`config.mk`:
```
export PLATFORM = sky130hd
export DESIGN_NAME = trimmed_mean_filter
export DESIGN_NICKNAME = d
export VERILOG_FILES = /design/src/tmf_pkg.sv /design/src/tmf_front.sv /design/src/tmf_queue.sv /design/src/tmf_back.sv /design/src/trimmed_mean_filter.sv
export SDC_FILE = /design/constraint.sdc
export NUM_CORES = 1
export LEC_CHECK = 0
export ABC_AREA = 1
export BUFFER_PORTS_ARGS = -buffer_cell sky130_fd_sc_hd__buf_2
export CAP_MARGIN = 25
export CORE_MARGIN = 2
export CORE_UTILIZATION = 50
export CTS_CLUSTER_SIZE = 10
export DETAILED_ROUTE_END_ITERATION = 7
export GPL_TIMING_DRIVEN = 0
export PLACE_DENSITY_LB_ADDON = 0.3
export SYNTH_ARGS = -nofsm -noshare
export SYNTH_HDL_FRONTEND = slang
export SYNTH_SLANG_ARGS = --single-unit
export TNS_END_PERCENT = 30
```
`constraint.sdc`:
```
create_clock -name clk_i -period 5.95 [get_ports clk_i]
set_clock_uncertainty 0.2 [all_clocks]
set_input_delay 1.19 -clock clk_i [delete_from_list [all_inputs] [get_ports clk_i]]
set_output_delay 1.19 -clock clk_i [all_outputs]
set_load 0.1 [all_outputs]
```
`src/tmf_pkg.sv`:
```
`timescale 1ns / 1ps
// ----------------------------------------------------------------------------
// tmf_pkg
// Shared constants for the trimmed mean filter.
// ----------------------------------------------------------------------------
package tmf_pkg;

  localparam int CFG_W           = 6;
  localparam int CFG_RESET       = 10;
  localparam int MIN_SET         = 5;
  localparam int DROP_TOTAL      = 4;
  localparam int DEF_MAX_SAMPLES = 32;
  localparam int DEF_SAMPLE_BITS = 16;
  localparam int QUEUE_DEPTH     = 2;

endpackage

```
`src/tmf_front.sv`:
```
`timescale 1ns / 1ps
// ----------------------------------------------------------------------------
// tmf_front
// Accumulates one set: running sum, two highest and two lowest samples, count.
// On the last sample of a set it hands the final totals to the queue.
// ----------------------------------------------------------------------------
module tmf_front #(
  parameter int MAX_SAMPLES = tmf_pkg::DEF_MAX_SAMPLES,
  parameter int SAMPLE_BITS = tmf_pkg::DEF_SAMPLE_BITS,
  parameter int SUM_W       = SAMPLE_BITS + $clog2(MAX_SAMPLES + 1),
  parameter int KEPT_W      = $clog2(MAX_SAMPLES + 1)
) (
  input  logic                     clk_i,
  input  logic                     rst_ni,
  input  logic                     valid_i,
  input  logic [SAMPLE_BITS-1:0]   sample_i,
  input  logic [tmf_pkg::CFG_W-1:0] cfg_count_i,
  output logic                     push_o,
  output logic [SUM_W-1:0]         sum_o,
  output logic [SAMPLE_BITS-1:0]   hi0_o,
  output logic [SAMPLE_BITS-1:0]   hi1_o,
  output logic [SAMPLE_BITS-1:0]   lo0_o,
  output logic [SAMPLE_BITS-1:0]   lo1_o,
  output logic [KEPT_W-1:0]        kept_o
);

  localparam int CMP_W = (KEPT_W > tmf_pkg::CFG_W) ? KEPT_W : tmf_pkg::CFG_W;

  logic [SUM_W-1:0]       sum_q, sum_d;
  logic [SAMPLE_BITS-1:0] hi0_q, hi0_d, hi1_q, hi1_d;
  logic [SAMPLE_BITS-1:0] lo0_q, lo0_d, lo1_q, lo1_d;
  logic [KEPT_W-1:0]      seen_q, seen_inc;
  logic [CMP_W-1:0]       cfg_ext, n_eff;
  logic                   set_end;

  always_comb begin
    sum_d = sum_q + SUM_W'(sample_i);
    hi0_d = hi0_q;
    hi1_d = hi1_q;
    lo0_d = lo0_q;
    lo1_d = lo1_q;
    if (sample_i > hi0_q) begin
      hi1_d = hi0_q;
      hi0_d = sample_i;
    end else if (sample_i > hi1_q) begin
      hi1_d = sample_i;
    end
    if (sample_i < lo0_q) begin
      lo1_d = lo0_q;
      lo0_d = sample_i;
    end else if (sample_i < lo1_q) begin
      lo1_d = sample_i;
    end
  end

  always_comb begin
    cfg_ext = CMP_W'(cfg_count_i);
    if (cfg_ext < CMP_W'(tmf_pkg::MIN_SET)) begin
      n_eff = CMP_W'(tmf_pkg::MIN_SET);
    end else if (cfg_ext > CMP_W'(MAX_SAMPLES)) begin
      n_eff = CMP_W'(MAX_SAMPLES);
    end else begin
      n_eff = cfg_ext;
    end
  end

  assign seen_inc = seen_q + KEPT_W'(1);
  assign set_end  = CMP_W'(seen_inc) >= n_eff;

  assign push_o = valid_i & set_end;
  assign sum_o  = sum_d;
  assign hi0_o  = hi0_d;
  assign hi1_o  = hi1_d;
  assign lo0_o  = lo0_d;
  assign lo1_o  = lo1_d;
  assign kept_o = seen_inc - KEPT_W'(tmf_pkg::DROP_TOTAL);

  always_ff @(posedge clk_i or negedge rst_ni) begin
    if (!rst_ni) begin
      sum_q  <= '0;
      hi0_q  <= '0;
      hi1_q  <= '0;
      lo0_q  <= '1;
      lo1_q  <= '1;
      seen_q <= '0;
    end else if (valid_i) begin
      if (set_end) begin
        sum_q  <= '0;
        hi0_q  <= '0;
        hi1_q  <= '0;
        lo0_q  <= '1;
        lo1_q  <= '1;
        seen_q <= '0;
      end else begin
        sum_q  <= sum_d;
        hi0_q  <= hi0_d;
        hi1_q  <= hi1_d;
        lo0_q  <= lo0_d;
        lo1_q  <= lo1_d;
        seen_q <= seen_inc;
      end
    end
  end

endmodule

```
`src/tmf_queue.sv`:
```
`timescale 1ns / 1ps
// ----------------------------------------------------------------------------
// tmf_queue
// Short register queue between the set tracker and the divider.
// ----------------------------------------------------------------------------
module tmf_queue #(
  parameter int WIDTH = 8,
  parameter int DEPTH = tmf_pkg::QUEUE_DEPTH
) (
  input  logic             clk_i,
  input  logic             rst_ni,
  input  logic             push_i,
  input  logic [WIDTH-1:0] data_i,
  output logic             full_o,
  input  logic             pop_i,
  output logic             valid_o,
  output logic [WIDTH-1:0] data_o
);

  localparam int PTR_W = (DEPTH > 1) ? $clog2(DEPTH) : 1;
  localparam int CNT_W = $clog2(DEPTH + 1);

  logic [WIDTH-1:0] mem_q [DEPTH];
  logic [PTR_W-1:0] wr_ptr_q, rd_ptr_q;
  logic [CNT_W-1:0] cnt_q;
  logic             do_push, do_pop;

  assign full_o  = cnt_q == CNT_W'(DEPTH);
  assign valid_o = cnt_q != '0;
  assign data_o  = mem_q[rd_ptr_q];
  assign do_push = push_i & ~full_o;
  assign do_pop  = pop_i & valid_o;

  always_ff @(posedge clk_i) begin
    if (do_push) begin
      mem_q[wr_ptr_q] <= data_i;
    end
  end

  always_ff @(posedge clk_i or negedge rst_ni) begin
    if (!rst_ni) begin
      wr_ptr_q <= '0;
      rd_ptr_q <= '0;
      cnt_q    <= '0;
    end else begin
      if (do_push) begin
        wr_ptr_q <= (wr_ptr_q == PTR_W'(DEPTH - 1)) ? '0 : wr_ptr_q + PTR_W'(1);
      end
      if (do_pop) begin
        rd_ptr_q <= (rd_ptr_q == PTR_W'(DEPTH - 1)) ? '0 : rd_ptr_q + PTR_W'(1);
      end
      if (do_push && !do_pop) begin
        cnt_q <= cnt_q + CNT_W'(1);
      end else if (do_pop && !do_push) begin
        cnt_q <= cnt_q - CNT_W'(1);
      end
    end
  end

endmodule

```
`src/tmf_back.sv`:
```
`timescale 1ns / 1ps
// ----------------------------------------------------------------------------
// tmf_back
// Removes the four dropped samples from the sum, divides by the kept count
// one quotient bit per cycle and holds the mean in the output register.
// ----------------------------------------------------------------------------
module tmf_back #(
  parameter int SAMPLE_BITS = tmf_pkg::DEF_SAMPLE_BITS,
  parameter int SUM_W       = 21,
  parameter int KEPT_W      = 6
) (
  input  logic                   clk_i,
  input  logic                   rst_ni,
  input  logic                   q_valid_i,
  input  logic [SUM_W-1:0]       sum_i,
  input  logic [SAMPLE_BITS-1:0] hi0_i,
  input  logic [SAMPLE_BITS-1:0] hi1_i,
  input  logic [SAMPLE_BITS-1:0] lo0_i,
  input  logic [SAMPLE_BITS-1:0] lo1_i,
  input  logic [KEPT_W-1:0]      kept_i,
  output logic                   q_pop_o,
  input  logic                   pop_i,
  output logic                   empty_o,
  output logic [SAMPLE_BITS-1:0] mean_o
);

  localparam logic [1:0] ST_IDLE = 2'd0;
  localparam logic [1:0] ST_TRIM = 2'd1;
  localparam logic [1:0] ST_DIV  = 2'd2;
  localparam logic [1:0] ST_DONE = 2'd3;
  localparam int STEP_W = (SUM_W > 1) ? $clog2(SUM_W) : 1;

  logic [1:0]             state_q, state_d;
  logic [SUM_W-1:0]       num_q, num_d;
  logic [SAMPLE_BITS:0]   hs_q, hs_d, ls_q, ls_d;
  logic [KEPT_W-1:0]      div_q, div_d, rem_q, rem_d;
  logic [STEP_W-1:0]      step_q, step_d;
  logic                   out_valid_q, out_valid_d;
  logic [SAMPLE_BITS-1:0] mean_q, mean_d;
  logic [KEPT_W:0]        rem_sh, rem_sub;
  logic                   ge, out_free;

  assign rem_sh   = {rem_q, num_q[SUM_W-1]};
  assign ge       = rem_sh >= {1'b0, div_q};
  assign rem_sub  = rem_sh - {1'b0, div_q};
  assign out_free = ~out_valid_q | pop_i;
  assign q_pop_o  = (state_q == ST_IDLE) & q_valid_i;
  assign empty_o  = ~out_valid_q;
  assign mean_o   = mean_q;

  always_comb begin
    state_d     = state_q;
    num_d       = num_q;
    hs_d        = hs_q;
    ls_d        = ls_q;
    div_d       = div_q;
    rem_d       = rem_q;
    step_d      = step_q;
    mean_d      = mean_q;
    out_valid_d = out_valid_q & ~pop_i;
    case (state_q)
      ST_IDLE: begin
        if (q_valid_i) begin
          num_d   = sum_i;
          hs_d    = {1'b0, hi0_i} + {1'b0, hi1_i};
          ls_d    = {1'b0, lo0_i} + {1'b0, lo1_i};
          div_d   = kept_i;
          state_d = ST_TRIM;
        end
      end
      ST_TRIM: begin
        num_d   = num_q - SUM_W'(hs_q) - SUM_W'(ls_q);
        rem_d   = '0;
        step_d  = STEP_W'(SUM_W - 1);
        state_d = ST_DIV;
      end
      ST_DIV: begin
        rem_d  = ge ? rem_sub[KEPT_W-1:0] : rem_sh[KEPT_W-1:0];
        num_d  = {num_q[SUM_W-2:0], ge};
        step_d = step_q - STEP_W'(1);
        if (step_q == '0) begin
          state_d = ST_DONE;
        end
      end
      ST_DONE: begin
        if (out_free) begin
          mean_d      = num_q[SAMPLE_BITS-1:0];
          out_valid_d = 1'b1;
          state_d     = ST_IDLE;
        end
      end
      default: begin
        state_d = ST_IDLE;
      end
    endcase
  end

  always_ff @(posedge clk_i or negedge rst_ni) begin
    if (!rst_ni) begin
      state_q     <= ST_IDLE;
      out_valid_q <= 1'b0;
    end else begin
      state_q     <= state_d;
      out_valid_q <= out_valid_d;
    end
  end

  always_ff @(posedge clk_i) begin
    num_q  <= num_d;
    hs_q   <= hs_d;
    ls_q   <= ls_d;
    div_q  <= div_d;
    rem_q  <= rem_d;
    step_q <= step_d;
    mean_q <= mean_d;
  end

endmodule

```
`src/trimmed_mean_filter.sv`:
```
`timescale 1ns / 1ps
// ----------------------------------------------------------------------------
// trimmed_mean_filter
// Truncated mean of each set of samples without its two highest and two
// lowest samples.
// ----------------------------------------------------------------------------
// Samples are taken one per cycle while full is low. The set size comes from
// the count register (clamped to 5..MAX_SAMPLES); a set ends on its last
// sample, and one mean per set appears on the result side. A restoring divider
// forms the mean one quotient bit per cycle; each set passes the back end's
// idle, trim, divide and done states and waits in done until the output
// register is popped. A two-entry queue of finished sets sits between the
// sample tracker and the divider; full rises while it holds two sets, which
// only happens with sets shorter than the divider time or a stalled reader.
// ----------------------------------------------------------------------------
module trimmed_mean_filter #(
  parameter int MAX_SAMPLES = tmf_pkg::DEF_MAX_SAMPLES,
  parameter int SAMPLE_BITS = tmf_pkg::DEF_SAMPLE_BITS
) (
  input  logic                      clk_i,
  input  logic                      rst_ni,
  input  logic                      cfg_we_i,
  input  logic [tmf_pkg::CFG_W-1:0] cfg_wdata_i,
  input  logic                      push,
  output logic                      full,
  input  logic [SAMPLE_BITS-1:0]    sample_i,
  output logic                      empty,
  input  logic                      pop,
  output logic [SAMPLE_BITS-1:0]    trimmed_mean_o
);

  localparam int KEPT_W  = $clog2(MAX_SAMPLES + 1);
  localparam int SUM_W   = SAMPLE_BITS + KEPT_W;
  localparam int ENTRY_W = SUM_W + 4 * SAMPLE_BITS + KEPT_W;

  logic [tmf_pkg::CFG_W-1:0] count_q;
  logic                      accept, f_push, q_full, q_valid, q_pop;
  logic [SUM_W-1:0]          f_sum, b_sum;
  logic [SAMPLE_BITS-1:0]    f_hi0, f_hi1, f_lo0, f_lo1;
  logic [SAMPLE_BITS-1:0]    b_hi0, b_hi1, b_lo0, b_lo1;
  logic [KEPT_W-1:0]         f_kept, b_kept;
  logic [ENTRY_W-1:0]        q_wdata, q_rdata;

  assign full   = q_full;
  assign accept = push & ~q_full;

  always_ff @(posedge clk_i or negedge rst_ni) begin
    if (!rst_ni) begin
      count_q <= tmf_pkg::CFG_W'(tmf_pkg::CFG_RESET);
    end else if (cfg_we_i) begin
      count_q <= cfg_wdata_i;
    end
  end

  tmf_front #(
    .MAX_SAMPLES (MAX_SAMPLES),
    .SAMPLE_BITS (SAMPLE_BITS),
    .SUM_W       (SUM_W),
    .KEPT_W      (KEPT_W)
  ) u_front (
    .clk_i       (clk_i),
    .rst_ni      (rst_ni),
    .valid_i     (accept),
    .sample_i    (sample_i),
    .cfg_count_i (count_q),
    .push_o      (f_push),
    .sum_o       (f_sum),
    .hi0_o       (f_hi0),
    .hi1_o       (f_hi1),
    .lo0_o       (f_lo0),
    .lo1_o       (f_lo1),
    .kept_o      (f_kept)
  );

  assign q_wdata = {f_sum, f_hi0, f_hi1, f_lo0, f_lo1, f_kept};
  assign {b_sum, b_hi0, b_hi1, b_lo0, b_lo1, b_kept} = q_rdata;

  tmf_queue #(
    .WIDTH (ENTRY_W),
    .DEPTH (tmf_pkg::QUEUE_DEPTH)
  ) u_queue (
    .clk_i   (clk_i),
    .rst_ni  (rst_ni),
    .push_i  (f_push),
    .data_i  (q_wdata),
    .full_o  (q_full),
    .pop_i   (q_pop),
    .valid_o (q_valid),
    .data_o  (q_rdata)
  );

  tmf_back #(
    .SAMPLE_BITS (SAMPLE_BITS),
    .SUM_W       (SUM_W),
    .KEPT_W      (KEPT_W)
  ) u_back (
    .clk_i     (clk_i),
    .rst_ni    (rst_ni),
    .q_valid_i (q_valid),
    .sum_i     (b_sum),
    .hi0_i     (b_hi0),
    .hi1_i     (b_hi1),
    .lo0_i     (b_lo0),
    .lo1_i     (b_lo1),
    .kept_i    (b_kept),
    .q_pop_o   (q_pop),
    .pop_i     (pop),
    .empty_o   (empty),
    .mean_o    (trimmed_mean_o)
  );

endmodule

```
# Word level (Yosys, flattened, before mapping)
# Memory sizes are Yosys's and may differ from the RTL's.
# Cells that the tools add are included.
[op_classes]
reduce_logical = 14
n_bitwise = 10
magnitude_cmp = 8
addsub = 13
mux = 31
n_eq_ne = 7
[op_table]
columns = ["op", "n"]
rows = [
  ["$mux 16", 10],
  ["$pmux 22 s3", 1],
  ["$mux 22", 2],
  ["$sub 22x17->22", 2],
  ["$add 16x16->17", 2],
  ["$gt 16x16->1", 2],
  ["$lt 16x16->1", 2],
  ["$mux 6", 4],
  ["$add 22x16->22", 1],
  ["$pmux 6 s2", 1],
  ["$mux 2", 5],
  ["$pmux 5 s2", 1],
  ["$pmux 2 s4", 1],
  ["$ge 7x6->1", 1],
  ["$add 6x1->6 const B", 1],
  ["$and 1x1->1", 6],
  ["$eq 2x2->1 const B", 3],
  ["$ge 6x6->1", 1],
  ["$gt 6x6->1 const B", 1],
  ["$lt 6x3->1 const B", 1],
  ["$mux 1", 6],
  ["$ne 2x1->1 const B", 3],
  ["$reduce_and 2->1", 3],
  ["$reduce_bool 2->1", 3],
  ["other kinds (15)", 20],
]
[totals]
input_bits = 27
ramBits = 184
output_inout_bits = 18
regBits = 194
mem_count = 1
[mem_list]
columns = ["memory", "words", "word_bits", "rd", "rd_clocked_by_memory_dff", "write_ports", "line", "source"]
rows = [
  ["u_queue.mem_q", 2, 92, 1, 0, 1, "tmf_queue.sv:23", "logic [WIDTH-1:0] mem_q [DEPTH];"],
]

# Logic depth before layout (Yosys ltp)
[depth]
word_depth = 10
mapped_depth = 16

# By module
# From an unflattened synthesis, not the netlist that was laid out.
[hier_totals]
hier_cells = 2488
hier_area_um2 = 22008.6
[by_module_without_submodules]
columns = ["module", "instances", "cells_per_inst", "seq_area_each_um2", "area_per_inst_um2"]
rows = [
  ["tmf_front", 1, 1099, 2342.2, 7773.7],
  ["tmf_back", 1, 850, 2747.6, 7103.1],
  ["tmf_queue", 1, 512, 5625.4, 6900.4],
  ["trimmed_mean_filter", 1, 27, 152.6, 231.5],
]

# Worst setup path before layout
# OpenSTA, ideal clock, no wires.
[synth_path]
kind = "reg-to-reg"
startpoint = "register u_front.seen_q[2]"
endpoint = "memory u_queue.mem_q[1][0] (netlist name), enable pin"
arrival_time_ps = 5571
required_ps = 5205
n_path_buf = 0
stages_incl_launch_ff = 12
setup_slack_ps = -366
setup_ps = 545
path_cell_list = "dfrtp_1 nand3_1 nor3_1 xor2_1 inv_1 ha_1 nand2_1 inv_1 nand4_1 o2111ai_1 nand2_1 nor2_1"
[synth_between]
elab_chain_cells = 6
[synth_rtl]
columns = ["item", "line", "source"]
rows = [
  ["start, declared", "tmf_front.sv:32", "logic [KEPT_W-1:0] seen_q, seen_inc;"],
  ["start signal, assigned", "tmf_front.sv:100", "seen_q <= seen_inc;"],
  ["$add 6x1->6", "tmf_front.sv:67", "assign seen_inc = seen_q + KEPT_W'(1);"],
  ["$ge 6x6->1", "tmf_front.sv:68", "assign set_end = CMP_W'(seen_inc) >= n_eff;"],
  ["$and 1x1->1", "tmf_front.sv:70", "assign push_o = valid_i & set_end;"],
  ["$and 1x1->1", "tmf_queue.sv:31", "assign do_push = push_i & ~full_o;"],
  ["$mux 1", "tmf_queue.sv:35", "if (do_push) begin"],
  ["$mux 1 (not written as such)", "tmf_queue.sv:36", "mem_q[wr_ptr_q] <= data_i;"],
  ["end, declared", "tmf_queue.sv:23", ""],
]
# No other way between the ends.

# Worst setup path in the final report
[layout_path]
startpoint = "register u_front.seen_q[0]"
endpoint = "memory u_queue.mem_q[0][34] (netlist name), enable pin"
# Same word-level chain as after synthesis.

==> results.cfg <==
[clocking]
cts_htree_levels = 2
cts_hold_buf = 0
cts_root_buf = clkbuf_16
post_cts_buffers = 0
cts_tree = yes
cts_buffers = 45
path_clk_slew_ps = 60
cts_resized = 0
worst_skew_pair.late_latency_ps = 580
cts.sinks = 378
max-clock-path-buffers = 3

[place]
io_buffers = 43
gp_routability_congestion = 0.9388
dp_hpwl_um = 42660

[yosys]
synth_cells = 2376
yosysWarnings = 0
syn_nets = 2573
postSynthAreaPerCell_um2 = 9.019
ys.flop_type = edfxtp_1
synth_async_sr_flop_share_pct = 27.78
synth_edf_count = 273
synth_cell_type_count = 47
ys_ff_latch = 378
netlist_area_um2 = 21430
ys_seq_area_share_pct = 50.72

[critical_path]
worstPathMaxFanout = 33
r2r-end = u_queue.mem_q[0][34]
reg2reg_from = u_front.seen_q[0]
crit_required_ps = 6020
r2r_slack_ps = 2110
critical_path.endpoint_type = register
path_class = register to register
arrival_ps = 3900
reg2reg_depth = 12
start_kind = register

[routing]
drt_iter0_markers = 1574
routed_wl_um = 55430
dr.pass1.iters = 6
wl_per_cell_um = 18.23
vias_per_cell = 5.443
antenna_left = 0
drcViolationCount = 0
num_vias = 16550

[min_path]
hp-start = u_front.sum_q[9]
min_path_type = register to register
worstHoldEndpoint = u_front.sum_q[9]
holdPathStages = 2

[cells_and_area]
post-route-util_pct = 56.62
antenna_cells = 0
layout.nets = 2671
syn2layout_area_growth_pct = 11.33
drive_gt1_share_pct = 8.193

[timing]
slew-limit-headroom_pct = 36.21
rsz0062_at_grt = no
tightest_slew_ps = 956.8
final_hold_viol_count = 0
fmax_mhz = 260.6
fin_crit_sh_pct = 64.49
finalCriticalPeriod_ps = 3837
setup_viol = 0
maxSlewViolCount = 0

[global_routing]
grt_first_pass_wirelength_um = 87940
grt_pass1_vias = 15930
track_usage_pct = 25.69
grt_antenna_before_repair = 0
grt_max_degree = 64
grt_overflow = 0

[die]
core_area_um2 = 42130
rows = 75
die_area_um2 = 44530
die_w_um = 211.0
initial_core_util_pct = 50.86
boundaryPins = 45
die_h_um = 211.0

[job]
cap_violations = 0

[status]
outcome = complete, no violations
cell type report:
class,instances,area [um^2]
tap,539,674.4
sequential,378,10870
fill,3633,18280
clock buffer,70,1282
inverter,290,1089
buffer,69,341.6
multi-input combinational,1639,9154
clock inverter,5,52.55
timing repair buffer,51,395.4
flip-flops by register name (all words and copies together) (netlist names), 17 cells and up:
signal,flops
u_queue.mem_q,184
u_back.hs_q,17
u_back.num_q,22
u_back.ls_q,17
u_front.sum_q,22
worst max-delay path by stage:
stage / start / endpoint / cells after the start
after global placement: push / u_queue.mem_q[0][10] / 6
after floorplan: u_front.seen_q[2] / u_queue.mem_q[0][0] / 11
after detailed placement: push / u_queue.mem_q[0][10] / 9
after global routing: u_front.seen_q[0] / u_queue.mem_q[0][30] / 14
final: u_front.seen_q[0] / u_queue.mem_q[0][34] / 12
after CTS: u_front.seen_q[0] / u_queue.mem_q[0][34] / 12
synth_stat cells, drive strengths merged (34+ instances only):
master | instances | area share [%]
a21oi | 138 | 3.3
nor2 | 120 | 2.1
edfxtp | 273 | 38
o21ai | 150 | 3.9
xor2 | 42 | 1.7
inv | 290 | 5.1
clkbuf | 39 | 0.68
dfstp | 34 | 4.2
nand2 | 735 | 13
ha | 149 | 8.7
nand3 | 140 | 3.3
dfrtp | 71 | 8.3
routing by layer:
layer,vias up,track usage [%],wire [um]
li1,8068,-,-
met1,7811,36.33,24640
met2,567,41.03,25270
met3,107,4.044,3985
met4,0,7.746,1541
met5,-,0,0
layout by cell type (no fill, tap or decap), drive strengths merged, types with 17 or more instances in the layout:
master	instances
nor3	17
dfstp	34
nand3	140
buf	81
clkbuf	109
and2	21
fa	21
inv	291
edfxtp	273
xor2	42
nor2	120
o21ai	150
a21oi	138
dfrtp	71
ha	149
nand2	735
kinds of logic (layout without fill, tap and decap cells):
family                     count (synthesis)  in the layout  share of synthesized area, %
AOI/OAI and AO/OA                        351            351                         9.324
xor gates and xnor gates                  56             56                         2.289
adders and majority gates                170            170                         10.66
buffers and inverters                    359            485                         6.674
DFF                                      378            378                         50.72
muxes                                      3              3                        0.1576
and+or+nand+nor                         1059           1059                         20.18
worst max-delay path, stage by stage, from the launching register on:
cell and delay, ps:
dfrtp_1 430, nand3_1 140, nor3_1 190, xor2_1 290, inv_1 80, ha_1 300, nand2_1 70, o2111ai_1 310
nand2_1 250, nor2_4 540, buf_12 300, buf_12 220, buf_16 180
metrics by stage:
step	instances	hold WS [ps]	instance area (um^2)	TNS [ps]	worst slack, ps
6_report	3041	284.2	23860	0	2113
5_1_grt	3041	305.4	23860	0	1772
4_1_cts	3041	284.7	23860	0	2087
3_5_place_dp	2966	269.6	22520	0	1945
3_3_place_gp	2958	266.7	22320	-289850	-2733
2_1_floorplan	2376	248.9	21430	-32640	-354.8
Power is left out: the tool's default activity adds up to more than one toggle a clock period on the data nets, which glitch-free logic cannot reach.
